## src/hdl/lru_page_frame_replacer_core_macros.svh

```systemverilog
// ----------------------------------------------------------------------------
// lru page frame replacer assertion macros
// shared concurrent assertion forms used by the block's modules
// ----------------------------------------------------------------------------
`ifndef LRU_PAGE_FRAME_REPLACER_CORE_MACROS_SVH
`define LRU_PAGE_FRAME_REPLACER_CORE_MACROS_SVH

// same-cycle implication, disabled during reset
`define LRU_ASSERT_NOW(lbl, clk, rst, ante, cons) \
   lbl: assert property (@(posedge clk) disable iff (rst) (ante) |-> (cons)) \
      else $error("lru assertion failed");

// next-cycle implication, disabled during reset
`define LRU_ASSERT_NEXT(lbl, clk, rst, ante, cons) \
   lbl: assert property (@(posedge clk) disable iff (rst) (ante) |=> (cons)) \
      else $error("lru assertion failed");

`endif

```

## src/hdl/lru_pkg.sv

```systemverilog
// ----------------------------------------------------------------------------
// lru package
// sizes, types and control structs shared by the lru replacer modules
// ----------------------------------------------------------------------------
`timescale 1ns / 1ps

package lru_pkg;

   localparam int FRAMES  = 10;
   localparam int PAGE_W  = 10;
   localparam int IDX_W   = $clog2(FRAMES);
   localparam int RANK_W  = $clog2(FRAMES);
   localparam int LIMIT_W = $clog2(FRAMES + 1);

   localparam int REQ_TDATA_W = ((PAGE_W + 7) / 8) * 8;
   localparam int RSP_BITS    = 1 + IDX_W + 1 + PAGE_W;
   localparam int RSP_TDATA_W = ((RSP_BITS + 7) / 8) * 8;

   typedef logic [PAGE_W-1:0]  page_type;
   typedef logic [IDX_W-1:0]   idx_type;
   typedef logic [RANK_W-1:0]  rank_type;
   typedef logic [LIMIT_W-1:0] limit_type;

   localparam rank_type RANK_MAX = RANK_W'(FRAMES - 1);

   // controller to datapath commands
   typedef struct packed {
      logic load;    // latch the request beat
      logic eval;    // lookup, free search and victim pick
      logic commit;  // apply frame and rank update, load result register
   } cmd_type;

   // result beat, hit in the lowest bit
   typedef struct packed {
      page_type evicted_page;
      logic     evicted_valid;
      idx_type  frame;
      logic     hit;
   } rsp_type;

endpackage

```

## src/hdl/lru_ctrl.sv

```systemverilog
// ----------------------------------------------------------------------------
// lru controller
// sequences one request through load, evaluate and commit, owns rsp valid
// ----------------------------------------------------------------------------
`timescale 1ns / 1ps
`include "lru_page_frame_replacer_core_macros.svh"

module lru_ctrl
   import lru_pkg::*;
(
   input  logic    clock,
   input  logic    reset,
   input  logic    req_tvalid,
   output logic    req_tready,
   output logic    rsp_tvalid,
   input  logic    rsp_tready,
   output cmd_type cmd
);

   typedef enum logic [1:0] {
      S_IDLE,
      S_EVAL,
      S_COMMIT
   } state_type;

   state_type state_ff, state_in;
   logic      rsp_valid_ff, rsp_valid_in;
   logic      out_free;

   assign out_free   = !rsp_valid_ff || rsp_tready;
   assign req_tready = (state_ff == S_IDLE);
   assign rsp_tvalid = rsp_valid_ff;

   always_comb begin
      state_in     = state_ff;
      rsp_valid_in = rsp_valid_ff;
      cmd          = '0;
      if (rsp_tready) begin
         rsp_valid_in = 1'b0;
      end
      case (state_ff)
         S_IDLE: begin
            if (req_tvalid) begin
               cmd.load = 1'b1;
               state_in = S_EVAL;
            end
         end
         S_EVAL: begin
            cmd.eval = 1'b1;
            state_in = S_COMMIT;
         end
         S_COMMIT: begin
            // result register must be empty or draining this cycle
            if (out_free) begin
               cmd.commit   = 1'b1;
               rsp_valid_in = 1'b1;
               state_in     = S_IDLE;
            end
         end
         default: begin
            state_in = S_IDLE;
         end
      endcase
   end

   always_ff @(posedge clock) begin
      if (reset) begin
         state_ff     <= S_IDLE;
         rsp_valid_ff <= 1'b0;
      end else begin
         state_ff     <= state_in;
         rsp_valid_ff <= rsp_valid_in;
      end
   end

   `LRU_ASSERT_NOW(a_commit_out_free, clock, reset, cmd.commit, out_free)
   `LRU_ASSERT_NEXT(a_commit_gives_beat, clock, reset, cmd.commit, rsp_valid_ff)
   `LRU_ASSERT_NEXT(a_load_then_eval, clock, reset, cmd.load, cmd.eval)

endmodule

```

## src/hdl/lru_dp.sv

```systemverilog
// ----------------------------------------------------------------------------
// lru datapath
// frame table, valid bits, recency ranks, lookup and result register
// ----------------------------------------------------------------------------
`timescale 1ns / 1ps
`include "lru_page_frame_replacer_core_macros.svh"

module lru_dp
   import lru_pkg::*;
(
   input  logic     clock,
   input  logic     reset,
   input  cmd_type  cmd,
   input  page_type req_page,
   output rsp_type  rsp_data
);

   page_type           page_ff, page_in;
   logic [FRAMES-1:0]  valid_ff, valid_in;
   page_type           page_tab_ff [FRAMES];
   page_type           page_tab_in [FRAMES];
   rank_type           rank_ff [FRAMES];
   rank_type           rank_in [FRAMES];
   logic               hit_ff, hit_in;
   logic               evict_ff, evict_in;
   idx_type            tgt_ff, tgt_in;
   limit_type          limit_ff, limit_in;
   rsp_type            out_ff, out_in;

   logic [FRAMES-1:0]  match;
   logic [FRAMES-1:0]  free;
   logic [FRAMES-1:0]  oldest;
   idx_type            hit_idx, free_idx, old_idx;

   // lowest set bit index
   function automatic idx_type first_set(input logic [FRAMES-1:0] v);
      idx_type r;
      r = '0;
      for (int i = FRAMES - 1; i >= 0; i--) begin
         if (v[i]) begin
            r = IDX_W'(i);
         end
      end
      return r;
   endfunction

   // lookup: ranks of a full table are a permutation, so the lru frame
   // is the one holding the top rank
   always_comb begin
      for (int i = 0; i < FRAMES; i++) begin
         match[i]  = valid_ff[i] && (page_tab_ff[i] == page_ff);
         free[i]   = !valid_ff[i];
         oldest[i] = (rank_ff[i] == RANK_MAX);
      end
      hit_idx  = first_set(match);
      free_idx = first_set(free);
      old_idx  = first_set(oldest);
   end

   always_comb begin
      page_in  = page_ff;
      hit_in   = hit_ff;
      evict_in = evict_ff;
      tgt_in   = tgt_ff;
      limit_in = limit_ff;
      if (cmd.load) begin
         page_in = req_page;
      end
      if (cmd.eval) begin
         hit_in   = |match;
         evict_in = !(|match) && !(|free);
         if (|match) begin
            tgt_in   = hit_idx;
            limit_in = LIMIT_W'(rank_ff[hit_idx]);
         end else begin
            tgt_in   = (|free) ? free_idx : old_idx;
            limit_in = LIMIT_W'(FRAMES);
         end
      end
   end

   // commit: target becomes most recent, younger valid frames age by one
   always_comb begin
      valid_in = valid_ff;
      out_in   = out_ff;
      for (int i = 0; i < FRAMES; i++) begin
         rank_in[i]     = rank_ff[i];
         page_tab_in[i] = page_tab_ff[i];
      end
      if (cmd.commit) begin
         for (int i = 0; i < FRAMES; i++) begin
            if (IDX_W'(i) == tgt_ff) begin
               rank_in[i]  = '0;
               valid_in[i] = 1'b1;
               if (!hit_ff) begin
                  page_tab_in[i] = page_ff;
               end
            end else if (valid_ff[i] && (LIMIT_W'(rank_ff[i]) < limit_ff) &&
                         (rank_ff[i] != RANK_MAX)) begin
               rank_in[i] = rank_ff[i] + RANK_W'(1);
            end
         end
         out_in.hit           = hit_ff;
         out_in.frame         = tgt_ff;
         out_in.evicted_valid = evict_ff;
         out_in.evicted_page  = evict_ff ? page_tab_ff[tgt_ff] : '0;
      end
   end

   always_ff @(posedge clock) begin
      if (reset) begin
         valid_ff <= '0;
         for (int i = 0; i < FRAMES; i++) begin
            rank_ff[i] <= '0;
         end
      end else begin
         valid_ff <= valid_in;
         for (int i = 0; i < FRAMES; i++) begin
            rank_ff[i] <= rank_in[i];
         end
      end
   end

   always_ff @(posedge clock) begin
      page_ff  <= page_in;
      hit_ff   <= hit_in;
      evict_ff <= evict_in;
      tgt_ff   <= tgt_in;
      limit_ff <= limit_in;
      out_ff   <= out_in;
      for (int i = 0; i < FRAMES; i++) begin
         page_tab_ff[i] <= page_tab_in[i];
      end
   end

   assign rsp_data = out_ff;

   `LRU_ASSERT_NEXT(a_target_valid, clock, reset, cmd.commit, valid_ff[$past(tgt_ff)])
   `LRU_ASSERT_NOW(a_evict_full, clock, reset, cmd.commit && evict_ff, &valid_ff)
   `LRU_ASSERT_NOW(a_fill_free, clock, reset, cmd.commit && !hit_ff && !evict_ff,
      !valid_ff[tgt_ff])

endmodule

```

## src/hdl/lru_page_frame_replacer_core.sv

```systemverilog
// ----------------------------------------------------------------------------
// lru page frame replacer core
// fully associative page frame table with least-recently-used replacement
// ----------------------------------------------------------------------------
// usage:
//   req channel: one beat per page reference, page number in the low bits.
//   rsp channel: one beat per request with hit, frame index, evicted flag
//   and evicted page (zero when nothing was replaced).
//   each request passes through three steps: accept, evaluate (parallel tag
//   compare, free-frame and lru-frame priority pick, all against the
//   registered table), then commit (table and rank update plus result
//   register load). a result appears in the cycle after commit. a new
//   request is accepted only once the previous one has committed.
//   the result register decouples the sides: the next request is accepted
//   while a result waits; if the receiver stalls, commit waits until the
//   result register is empty or draining, and req_tready stays low.
//   reset clears every valid bit and rank at once: all frames free, no
//   clearing pass, and the block accepts on the first cycle after reset.
// ----------------------------------------------------------------------------
`timescale 1ns / 1ps

module lru_page_frame_replacer_core
   import lru_pkg::*;
(
   input  logic                   clock,
   input  logic                   reset,
   input  logic                   req_tvalid,
   output logic                   req_tready,
   input  logic [REQ_TDATA_W-1:0] req_tdata,   // page
   output logic                   rsp_tvalid,
   input  logic                   rsp_tready,
   output logic [RSP_TDATA_W-1:0] rsp_tdata    // hit, frame, evicted_valid, evicted_page
);

   cmd_type cmd;
   rsp_type rsp_data;

   lru_ctrl u_ctrl (
      .clock      (clock),
      .reset      (reset),
      .req_tvalid (req_tvalid),
      .req_tready (req_tready),
      .rsp_tvalid (rsp_tvalid),
      .rsp_tready (rsp_tready),
      .cmd        (cmd)
   );

   lru_dp u_dp (
      .clock    (clock),
      .reset    (reset),
      .cmd      (cmd),
      .req_page (req_tdata[PAGE_W-1:0]),
      .rsp_data (rsp_data)
   );

   assign rsp_tdata = RSP_TDATA_W'(rsp_data);

endmodule

```

## config.mk

```make
export PLATFORM = sky130hd
export DESIGN_NAME = lru_page_frame_replacer_core
export DESIGN_NICKNAME = d
export VERILOG_FILES = /design/src/hdl/lru_pkg.sv /design/src/hdl/lru_ctrl.sv /design/src/hdl/lru_dp.sv /design/src/hdl/lru_page_frame_replacer_core.sv
export VERILOG_INCLUDE_DIRS = /design/src /design/src/hdl
export SDC_FILE = /design/constraint.sdc
export NUM_CORES = 1
export LEC_CHECK = 0
export BUFFER_PORTS_ARGS = -buffer_cell sky130_fd_sc_hd__buf_2
export CORE_MARGIN = 2
export CORE_UTILIZATION = 63
export DETAILED_ROUTE_END_ITERATION = 12
export PLACE_DENSITY_LB_ADDON = 0.1
export SYNTH_ARGS = -nofsm -noshare
export SYNTH_HDL_FRONTEND = slang
export SYNTH_HIERARCHICAL = 1
export SYNTH_SLANG_ARGS = --single-unit
```

## constraint.sdc

```tcl
create_clock -name clock -period 4.7 [get_ports clock]
set_clock_uncertainty 0.05 [all_clocks]
set_input_delay 0.705 -clock clock [delete_from_list [all_inputs] [get_ports clock]]
set_output_delay 0.705 -clock clock [all_outputs]
set_load 0.005 [all_outputs]
```

; ---- Word level (Yosys, flattened, before mapping)
; Memories as Yosys holds them, arrays and structs flattened. A register that Yosys moved wholly into a read port is not among the register bits.
; Cells that the tools add are included.
[totals]
reg_bits = 35
ram_bits = 140
input_bits = 20
out_inout_bits = 18
word_cells = 254
memories = 2
[memory_table]
columns = memory, words, word_bits, read_ports, rd_clocked_by_memory_dff, write_ports, line
row1 = u_dp.page_tab_ff, 10, 10, 11, 1, 10, lru_dp.sv:20  ; page_type page_tab_ff [FRAMES];
row2 = u_dp.rank_ff, 10, 4, 11, 1, 10, lru_dp.sv:22  ; rank_type rank_ff [FRAMES];
[op_classes]
add_sub_neg = 10
n_lt_le_gt_ge = 10
eq_ne = 43
mux = 98
bitwise_logic = 10
reduce_logical = 62
[ops]
columns = operator, count
row1 = 4-bit 2-to-1 mux, 62
row2 = 10-bit 2-to-1 mux, 20
row3 = 10-bit == test, 10
row4 = 100-bit 2-to-1 mux, 1
row5 = 4-bit by 1-bit adder with 4-bit output (second input constant), 10
row6 = 4-bit == test (second input constant), 10
row7 = 4-bit less-than comparator, 10
row8 = 40-bit 2-to-1 mux, 1
row9 = 4-bit inequality test (second input constant), 10
row10 = 1-bit logical AND, 31
row11 = 2-bit AND reduction, 11
row12 = 10-bit OR reduction, 2
row13 = 3-bit by 4-bit == test with 1-bit output (first input constant), 4
row14 = 1-bit logical NOT, 15
row15 = 1-bit 2-to-1 mux, 11
row16 = 1-bit bitwise OR, 10
row17 = 2-bit by 4-bit == test with 1-bit output (first input constant), 2
row18 = 4-bit == test (first input constant), 2
row19 = 2-bit one-hot mux with 3 select lines, 1
row20 = 1-bit by 4-bit == test with 1-bit output (first input constant), 1
row21 = 4-bit logical NOT, 1
row22 = 2-bit 2-to-1 mux, 2
row23 = 2-bit by 1-bit == test with 1-bit output (second input constant), 1
row24 = 2-bit == test (second input constant), 1
row25 = other kinds (4), 4

; ---- Logic depth before layout (Yosys ltp)
; Gate-level depths: netlist of the first run.
[depth]
ltp_word = 13
depth_mapped = 12
depth_no_buf = 11

; ---- Cells and area by module
; The synthesis of the first run kept the hierarchy.
[by_module_without_submodules]
columns = mod, instances, cells_per_inst, area_per_inst_um2, seq_area_each_um2
row1 = lru_dp, 1, 919, 10465.0, 5084.9
row2 = lru_ctrl, 1, 13, 138.9, 60.1

; ---- Least setup slack after synthesis of the first run
; No wires, ideal clock.
[synth_timing]
path_kind = in2reg
startpoint = input rsp_tready
endpoint = memory u_dp/page_tab_ff[4][0] (netlist bit), enable pin
setup_ps = 390
arrival_time_ps = 3107
setup_slack_ps = 1153
cell_stages = 5
n_path_buf = 1
path_cell_list = nand2b_1 > nor2b_1 > buf_1 > nand3b_1 > nor3_1
[synth_rtl]
columns = element, line
row1 = "start, declared", lru_page_frame_replacer_core.sv:31  ; input logic rsp_tready,
row2 = "end, declared", lru_dp.sv:20

; ---- Worst setup path in the final report of the first run
[layout_timing]
startpoint = register u_dp.page_ff[1]
endpoint = register u_dp.limit_ff[1], read port of u_dp.rank_ff, data pin
[layout_between]
elab_chain_cells = 12
elab_cells_between_ends = 32
classes_between = eq/ne: 10 / mux: 10 / reduce/logical: 12
[layout_lines]
columns = element, line
row1 = "start, declared", lru_dp.sv:18  ; page_type page_ff, page_in;
row2 = "start signal, assigned", lru_dp.sv:125  ; page_ff <= page_in;
row3 = 10-bit == test, lru_dp.sv:51  ; match[i] = valid_ff[i] && (page_tab_ff[i] == page_ff);
row4 = 1-bit logical AND, lru_dp.sv:51
row5 = 4-bit 2-to-1 mux (10 in a row), lru_dp.sv:40  ; if (v[i]) begin
row6 = "end, declared", lru_dp.sv:27  ; limit_type limit_ff, limit_in;
; Parallel ways exist; a longest one is shown, timed or not.
; A chain may end at the register's enable or synchronous reset.

==> results.yml, run 1 <==
floorplan:
  die-width_um: 133.7
  core_area_mm2: 0.01652
  num_io_pins: 38
  dieArea_mm2: 0.01789
  initial_core_util_pct: 64.17
  fp-row-count: 47
  die-height_um: 133.7
drt:
  dr.pass1.iters: 7
  wl_per_cell_um: 22.11
  routed_wirelength_um: 26460
  drtIter0Drc: 869
  dr_total_vias: 7723
  drcViolationCount: 0
  ant_nets: 0
  viasPerCell: 6.452
setup_path:
  start_kind: "register"
  timing.rr.end: "u_dp/limit_ff[1]"
  reg2reg_from: "u_dp/page_ff[1]"
  cp.arrival_ns: 3.72
  crit_path_max_fanout: 21
  end_kind: "register"
  required_ns: 4.84
  cpPeakStageDelay_ns: 0.94
  r2r_cells: 9
  crit_type: "register to register"
  reg2reg_slack_ns: 1.11
  worst_path_max_delay_cell: "edfxtp_1"
  cp_cell_sequence: "xnor2_1 -> nand3_1 -> nor3_2 -> a21oi_2 -> o311a_4 -> a21oi_4 -> nor3b_2 -> nor3_1 -> or3_1"
sta:
  fmax_mhz: 278.8
  rsz0062_at_grt: "no"
  setup_viol_count_final: 0
  finalHoldViolCount: 0
  fin_crit_sh_pct: 76.30
  slew_violations: 0
  fin_setup_tns_ns: 0
  period_minus_slack_ns: 3.586
  worstMarginPinSlew_ns: 1.033
  max-slew-margin-rel_pct: 31.10
clocking:
  post_cts_buffers: 0
  htreeDepth: 4
  cts-root-buf: "clkbuf_16"
  cts.sinks: 189
  cts_buffers: 17
  cts_tree: "built"
  post_cts_resize_count: 0
  clkTransAtPathRegs_ns: 0.08
  hold_buffers: 0
  cts_buffer_depth: 2
  clkLatencyLatePin_ns: 0.44
final_layout:
  drive_above_1_share_pct: 14.94
  syn_to_final_growth_pct: 8.873
  insertedDiodeCount: 0
  multi_input_area_mm2: 0.005167
  regArea_mm2: 0.005145
  fillers: 1219
  postLayoutCellArea_mm2: 0.01154
  finalNetCount: 1034
placed_design:
  place_area_mm2: 0.01093
  hpwl_um: 18920
  io_buffer_count: 31
  gp_congestion: 0.9697
synthesis:
  synth-edff-count: 136
  synthCells: 932
  synthArstFlopShare_pct: 0
  syn_avg_cell_area_um2: 11.38
  yosysWarningCount: 6
  netlist_area_mm2: 0.01060
  ys_seq_area_share_pct: 48.52
  syn-num-nets: 1002
  ys_types: 65
  yosys_register_bits: 189
  ys.flop_type: "edfxtp_1"
pwr:
  p_leak_nw: 4.240
  total_power_w: 0.003479
  ir_worst_vdd_mv: 0.3241
  p_per_area_mw_per_mm2: 301.4
worst_hold_path:
  whs_endpoint: "u_dp/page_ff[5]"
  hold_class: "primary input to register"
  min_from: "req_tdata[5]"
  holdPathStages: 1
global_route:
  antenna_found_initial: 0
  grt_start_max_net_pins: 54
  grt_pass1_vias: 7694
  grt_usage_pct: 30.80
  grt_overflow: 0
  grt_pass1_wl_um: 41800
job:
  cap_violations: 0
status:
  status: "completed"
-- area by class of cell --
type / instances / area share, %
Multi-Input combinational cell: 691 / 44.76
Tap cell: 220 / 2.384
Sequential cell: 189 / 44.56
Clock buffer: 17 / 3.685
Inverter: 19 / 0.6178
Clock inverter: 15 / 1.669
Timing Repair Buffer: 46 / 2.319
-- how the worst max path moves through the flow --
stage                          startpoint                     end  slack, ns
after floorplan                rsp_tready  u_dp/page_tab_ff[4][0]       1.15
after CTS                 u_dp/page_ff[1]        u_dp/limit_ff[1]       1.14
after global routing      u_dp/page_ff[1]        u_dp/limit_ff[1]       0.91
after global placement    u_dp/page_ff[1]        u_dp/limit_ff[1]       1.31
after detailed placement  u_dp/page_ff[9]        u_dp/limit_ff[1]       1.20
final                     u_dp/page_ff[1]        u_dp/limit_ff[1]       1.11
-- worst max-delay path: cells and delay by family (launching register included) --
kind             cells  cell delay, ns
AND/OR/NAND/NOR      5            1.15
flip-flops           1            0.94
AO/OA/AOI/OAI        3            0.91
XOR/XNOR             1            0.26
-- cells by family after synthesis --
group                      share of synthesized area [%]
adders and majority gates                          5.900
buffers and inverters                              2.773
muxes                                              7.044
DFF                                                48.52
AOI/OAI and AO/OA                                  9.381
xor gates and xnor gates                           9.074
and+or+nand+nor                                    17.31
-- state kept, by name, summed over array words and instances, names as in the netlist --
signal,cells
u_dp/page_tab_ff,100
u_dp/rank_ff,40
u_dp/rsp_data,16
u_dp/page_ff,10
u_dp/valid_ff,10
u_dp/limit_ff,4
u_dp/tgt_ff,4
u_ctrl/state_ff,2
u_ctrl/rsp_tvalid,1
u_dp/evict_ff,1
u_dp/hit_ff,1
-- placed cells by master, fill, tap and decap left out, types with 4 or more instances in the layout --
cell,n
clkbuf_16,17
o211a_1,10
nand4b_1,4
or3_1,19
mux4_2,20
mux2i_1,15
or3b_1,6
o21ai_0,39
and3b_1,8
edfxtp_1,136
nand2b_1,19
nand3b_1,6
dfxtp_1,53
xnor2_2,8
inv_1,18
nor2_1,103
xnor2_1,90
ha_1,50
nand2_1,40
nand3_1,35
buf_2,31
a21oi_1,49
buf_4,15
clkinv_8,7
nor3b_1,4
nor4_1,4
a21o_1,18
nor3_1,30
nor2b_1,12
mux2_2,13
xor2_1,5
a2111oi_2,8
nand4_1,33
-- per-stage QoR --
stage | setup slack [ns] | hold slack [ns] | util, % | std cells
CTS | 1.139 | 0.3687 | 69.86 | 1197
finish | 1.114 | 0.3809 | 69.86 | 1197
detailed placement | 1.198 | 0.4687 | 66.12 | 1165
global placement | 1.308 | 0.4335 | 66.12 | 1165
floorplan | 1.153 | 0.3744 | - | 932
global route | 0.9114 | 0.3603 | 69.86 | 1197
-- cells in the mapped netlist, types with 5 or more instances --
master	instances	area, µm²
nor3_1	30	150.1
mux2_2	13	146.4
buf_1	8	30.03
xnor2_1	90	788.3
nor2b_1	13	81.33
inv_1	18	67.56
nand3_1	35	175.2
and3b_1	8	70.07
nor2_1	103	386.6
a21oi_1	49	245.2
nand2b_1	19	118.9
mux2i_1	15	150.1
or3_1	19	118.9
nand3b_1	6	45.04
xor2_1	5	43.79
mux4_2	20	450.4
a21o_1	18	135.1
o211a_1	10	100.1
dfxtp_1	53	1061
ha_1	50	625.6
o21ai_0	39	195.2
or3b_1	6	52.55
xnor2_2	8	130.1
clkbuf_1	12	45.04
a2111oi_2	8	120.1
nand4_1	33	206.5
edfxtp_1	136	4084
nand2_1	40	150.1
buf_6	10	112.6
-- per-layer routing --
layer / up-vias / share of wire (%) / track usage, %
met4: 0 / 3.6 / 12.65
met1: 3758 / 40 / 39.99
met2: 368 / 49 / 51.42
met3: 84 / 6.6 / 5.479
met5: - / 0 / 0
li1: 3513 / - / -
-- power breakdown --
| group | internal (W) | switching, W | total [W] | leakage [nW] |
|---|---|---|---|---|
| clock | 0.000725 | 0.000737 | 0.00146 | 0.293 |
| combinational | 0.0000747 | 0.0000900 | 0.000165 | 2.29 |
| sequential | 0.00180 | 0.0000509 | 0.00185 | 1.66 |
Note: power is estimated with default switching activity, not from simulation.
==> run 2, diff against run 1 <==
==> constraint.sdc (replaced) <==
create_clock -name clock -period 3.7 [get_ports clock]
set_clock_uncertainty 0.05 [all_clocks]
set_input_delay 0.555 -clock clock [delete_from_list [all_inputs] [get_ports clock]]
set_output_delay 0.555 -clock clock [all_outputs]
set_load 0.005 [all_outputs]
==> run 2 against run 1 <==
- cell count grew 1.2%
- global-route usage down 0.78 points
- setup slack lost 0.86 ns
- critical path depth unchanged
- design area grew 0.96%
- non-clock buffer count is 14 higher
- combinational power is 42% higher
- largest cell class unchanged
- largest power group unchanged
- highest routed layer unchanged
==> results.yml, run 2 (synthesis gave the netlist of run 1 again) <==
setup_path:
  timing.rr.end: "u_dp/limit_ff[1]"
  cp.arrival_ns: 3.58
  crit_path_max_fanout: 21
  start_kind: "register"
  worst_path_max_delay_cell: "edfxtp_1"
  reg2reg_from: "u_dp/page_ff[5]"
  crit_family: "simple AND/OR/NAND/NOR gates"
  required_ns: 3.84
  r2r_cells: 9
  critPathBufInv: 0
  crit_cells: 9
  startpoint: "u_dp/page_ff[5]"
  cpPeakStageDelay_ns: 0.85
  cp_cell_sequence: "xnor2_1 -> nand4_1 -> nor3_2 -> a21oi_2 -> o311a_4 -> or3_1 -> a21oi_1 -> a21oi_1 -> or3_1"
  reg2reg_slack_ns: 0.26
  cp-endpoint: "u_dp/limit_ff[1]"
  end_kind: "register"
  crit_type: "register to register"
placed_design:
  io_buffer_count: 31
  place_inst: 1179
  hpwl_um: 18840
  gp_congestion: 0.9038
  place_area_mm2: 0.01103
sta:
  slew_violations: 0
  finalHoldViolCount: 0
  fin_crit_sh_pct: 93.06
  fmax_mhz: 290.4
  fin_setup_tns_ns: 0
  setup_viol_count_final: 0
  holdWs_ns: 0.2333
  rsz0062_at_grt: "no"
  worstMarginPinSlew_ns: 1.012
  max-slew-margin-rel_pct: 32.52
  period_minus_slack_ns: 3.443
global_route:
  grt_overflow: 0
  grt_usage_pct: 30.02
  antenna_found_initial: 0
  grt_pass1_vias: 7469
  grt_pass1_wl_um: 40900
  grt_start_max_net_pins: 54
final_layout:
  fillers: 1168
  postLayoutCellArea_mm2: 0.01166
  finalNetCount: 1048
  mostFrequentLayoutCells: "136 x edfxtp_1, 103 x nor2_1, 90 x xnor2_1"
  drive_above_1_share_pct: 16.15
  largest-register: "u_dp/page_tab_ff"
  largest_register_ffs: 100
  syn_to_final_growth_pct: 9.923
  final_common_cell: "edfxtp_1"
  insertedDiodeCount: 0
  fin_cells: 1211
drt:
  drt-met1-wl_um: 10690
  wl_per_cell_um: 21.50
  top_layer: "met4"
  ant_nets: 0
  dr_total_vias: 7743
  wl_met2_um: 12990
  viasPerCell: 6.394
  routed_wirelength_um: 26040
  drtIter0Drc: 806
  dr.pass1.iters: 6
  drcViolationCount: 0
  wl_met3_um: 1725
clocking:
  cts-root-buf: "clkbuf_16"
  htreeDepth: 4
  cts_buffers: 17
  cts_buffer_depth: 2
  post_cts_buffers: 0
  hold_buffers: 0
  cts.sinks: 189
  clkTransAtPathRegs_ns: 0.08
  cts_tree: "built"
  clkLatencyLatePin_ns: 0.44
  post_cts_resize_count: 0
floorplan:
  fp-row-count: 47
  die-height_um: 133.7
  initial_core_util_pct: 64.17
  dieArea_mm2: 0.01789
  num_io_pins: 38
  core_area_mm2: 0.01652
  die-width_um: 133.7
worst_hold_path:
  hold_class: "primary input to register"
status:
  status: "completed"
pwr:
  ir_worst_vdd_mv: 0.3477
  p_per_area_mw_per_mm2: 382.1
  p_leak_nw: 4.320
  total_power_w: 0.004454
job:
  cap_violations: 0
run 2: changes by cell type in the layout (fill, tap and decap cells not counted), sizes merged:
cell and delta:
clkinv -3, buf +14, clkinvlp -1, inv +4
run 2: area by class of cell:
type	count	area, µm²	area share, %
Timing Repair Buffer	60	372.9	3.199
Inverter	19	71.32	0.6118
Clock buffer	17	425.4	3.650
Multi-Input combinational cell	691	5167	44.33
Sequential cell	189	5145	44.14
Tap cell	220	275.3	2.362
Clock inverter	15	198.9	1.707
run 2: worst min-delay path by stage:
stage	from	endpoint	slack, ns	depth (start not counted)
after CTS	req_tdata[2]	u_dp/page_ff[2]	0.22	1
after floorplan	u_dp/tgt_ff[0]	u_dp/rsp_data[1]	0.37	0
final	req_tdata[0]	u_dp/page_ff[0]	0.23	1
after global routing	req_tdata[1]	u_dp/page_ff[1]	0.21	1
after detailed placement	u_ctrl/rsp_tvalid	u_ctrl/rsp_tvalid	0.45	2
after global placement	u_ctrl/rsp_tvalid	u_ctrl/rsp_tvalid	0.43	2
run 2: where the power goes:
part	internal (W)	switching, W	total [W]
clock network	0.000938	0.000946	0.00188
registers	0.00229	0.0000475	0.00233
logic	0.000102	0.000133	0.000235
run 2: routing by layer:
layer	GRT usage, %	vias to the layer above
met5	0	-
met4	8.865	0
met3	5.289	60
met2	50.51	327
met1	40.17	3810
li1	-	3546
run 2: through the flow:
stage	util, %	setup WS [ns]
finish	70.54	0.2567
global route	70.54	0.05724
CTS	70.54	0.2976
detailed placement	66.76	0.3073
global placement	66.76	0.4069
floorplan	-	0.3030
run 2: worst register-to-register path, stage by stage, from the launching register on:
cell,delay [ns]
edfxtp_1,0.85
xnor2_1,0.24
nand4_1,0.20
nor3_2,0.24
a21oi_2,0.10
o311a_4,0.48
or3_1,0.36
a21oi_1,0.25
a21oi_1,0.07
or3_1,0.34
==> run 3, diff against run 2 <==
--- a/config.mk
+++ b/config.mk
@@ -8,7 +8,7 @@
 export LEC_CHECK = 0
 export BUFFER_PORTS_ARGS = -buffer_cell sky130_fd_sc_hd__buf_2
 export CORE_MARGIN = 2
-export CORE_UTILIZATION = 63
+export CORE_UTILIZATION = 45
 export DETAILED_ROUTE_END_ITERATION = 12
 export PLACE_DENSITY_LB_ADDON = 0.1
 export SYNTH_ARGS = -nofsm -noshare
==> run 3 against run 2 <==
- core utilization shrank 20 points
- setup slack gained 0.028 ns
- die area grew 39%
- maximum frequency grew 0.82%
- critical endpoint unchanged
- highest routed layer unchanged
==> results.yml, run 3 (synthesis gave the netlist of run 1 again) <==
setup_path:
  start_kind: "register"
  cp.arrival_ns: 3.54
  cpPeakStageDelay_ns: 0.80
  crit_top_cell: "nor3_1"
  cp_cell_sequence: "buf_4 -> xnor2_1 -> nand4_1 -> nor3_1 -> nand3_1 -> o311a_4 -> a21oi_4 -> nor3b_2 -> nor3_1 -> or3_1"
  crit_path_max_fanout: 21
  reg2reg_slack_ns: 0.28
  crit_type: "register to register"
  worst_path_max_delay_cell: "edfxtp_1"
  end_kind: "register"
  r2r_cells: 10
  required_ns: 3.83
  timing.rr.end: "u_dp/limit_ff[1]"
  reg2reg_from: "u_dp/page_ff[2]"
floorplan:
  core_area_mm2: 0.02333
  die-height_um: 157.5
  num_io_pins: 38
  initial_core_util_pct: 45.45
  dieArea_mm2: 0.02481
  fp-row-count: 56
  die-width_um: 157.5
final_layout:
  mostFrequentLayoutCells: "136 x edfxtp_1, 103 x nor2_1, 90 x xnor2_1"
  fin_cells: 1316
  utilization_pct: 50.77
  insertedDiodeCount: 0
  largest_register_ffs: 100
  finalNetCount: 1054
  syn_to_final_growth_pct: 11.70
  final_common_cell: "edfxtp_1"
  largest-register: "u_dp/page_tab_ff"
  drive_above_1_share_pct: 16.65
sta:
  fin_setup_tns_ns: 0
  finalHoldViolCount: 0
  rsz0062_at_grt: "no"
  fmax_mhz: 292.8
  setup_viol_count_final: 0
  max-slew-margin-rel_pct: 32.08
  fin_crit_sh_pct: 92.31
  worstMarginPinSlew_ns: 1.019
  period_minus_slack_ns: 3.415
  slew_violations: 0
clocking:
  clkLatencyLatePin_ns: 0.44
  cts-root-buf: "clkbuf_16"
  cts_buffer_depth: 2
  cts_tree: "built"
  clkTransAtPathRegs_ns: 0.08
  post_cts_resize_count: 0
  cts.sinks: 189
  hold_buffers: 0
  post_cts_buffers: 0
  cts_buffers: 17
  htreeDepth: 4
drt:
  dr_total_vias: 7365
  drcViolationCount: 0
  wl_per_cell_um: 20.13
  dr.pass1.iters: 5
  routed_wirelength_um: 26490
  viasPerCell: 5.597
  ant_nets: 0
  drtIter0Drc: 699
worst_hold_path:
  whs_endpoint: "u_dp/page_ff[6]"
  hold_class: "primary input to register"
  min_from: "req_tdata[6]"
  holdPathStages: 1
placed_design:
  place_inst: 1284
  hpwl_um: 19280
  gp_congestion: 0.8912
  io_buffer_count: 31
global_route:
  busiest_layer: "met2"
  antenna_found_initial: 0
  grt_usage_pct: 22.26
  grt_overflow: 0
  grt_pass1_vias: 7021
  groute.layer.met1.usage_pct: 32.71
  grt_start_max_net_pins: 54
  grt_use_met2_pct: 32.98
  grt_pass1_wl_um: 41250
  use_met3_pct: 3.910
pwr:
  p_per_area_mw_per_mm2: 381.3
  ir_worst_vdd_mv: 0.2835
  p_leak_nw: 4.357
  total_power_w: 0.004516
status:
  status: "completed"
job:
  cap_violations: 0
==> run 3: cell types whose count changed in the layout (fill, tap and decap cells not counted) <==
cell and change:
inv_12 -2, clkinv_2 +1, inv_8 -1, buf_4 +5, inv_6 +1, bufinv_16 +1, clkinv_4 -1, buf_12 +1
clkinv_8 +1
==> run 3: layout make-up <==
type | count | area, µm²
Clock buffer | 17 | 425.4
Clock inverter | 15 | 206.4
Fill cell | 2082 | 11490
Inverter | 19 | 71.32
Multi-Input combinational cell | 691 | 5167
Sequential cell | 189 | 5145
Tap cell | 319 | 399.1
Timing Repair Buffer | 66 | 430.4
==> run 3: power breakdown <==
part	total (W)	switching, W	leakage, nW	internal [W]
clock	0.00194	0.000949	0.306	0.000990
combinational	0.000238	0.000131	2.39	0.000107
sequential	0.00234	0.0000515	1.66	0.00229
==> run 3: metrics by stage <==
| step | setup slack (ns) | hold slack (ns) | area [µm²] |
|---|---|---|---|
| after CTS | 0.3133 | 0.2156 | 11850 |
| after global routing | 0.04367 | 0.2099 | 11850 |
| after detailed placement | 0.3621 | 0.4455 | 11210 |
| final | 0.2846 | 0.2296 | 11850 |
| after global placement | 0.3721 | 0.4451 | 11210 |
| after floorplan | 0.3030 | 0.3744 | 10600 |
==> run 3: worst max path at each step <==
| stage | startpoint | to | slack (ns) |
|---|---|---|---|
| 3_3_place_gp | u_dp/page_ff[2] | u_dp/limit_ff[1] | 0.37 |
| 2_1_floorplan | rsp_tready | u_dp/page_tab_ff[4][0] | 0.30 |
| 5_1_grt | u_dp/page_ff[2] | u_dp/limit_ff[1] | 0.04 |
| 3_5_place_dp | u_dp/page_ff[2] | u_dp/limit_ff[1] | 0.36 |
| 6_report | u_dp/page_ff[2] | u_dp/limit_ff[1] | 0.28 |
| 4_1_cts | u_dp/page_ff[2] | u_dp/limit_ff[1] | 0.31 |
==> run 3: worst max-delay path: cells and delay by family (launching register included) <==
| kind | cells | cell delay [ns] |
|---|---|---|
| buffers and inverters | 1 | 0.25 |
| and+or+nand+nor | 6 | 1.36 |
| AOI/OAI and AO/OA | 2 | 0.55 |
| DFF | 1 | 0.80 |
| xor gates and xnor gates | 1 | 0.13 |
==> run 3: layer usage <==
| layer | vias to the layer above | wire length, µm |
|---|---|---|
| met5 | - | 0 |
| met4 | 0 | 680 |
| met3 | 40 | 1445 |
| met2 | 221 | 11440 |
| met1 | 3544 | 12930 |
| li1 | 3560 | - |
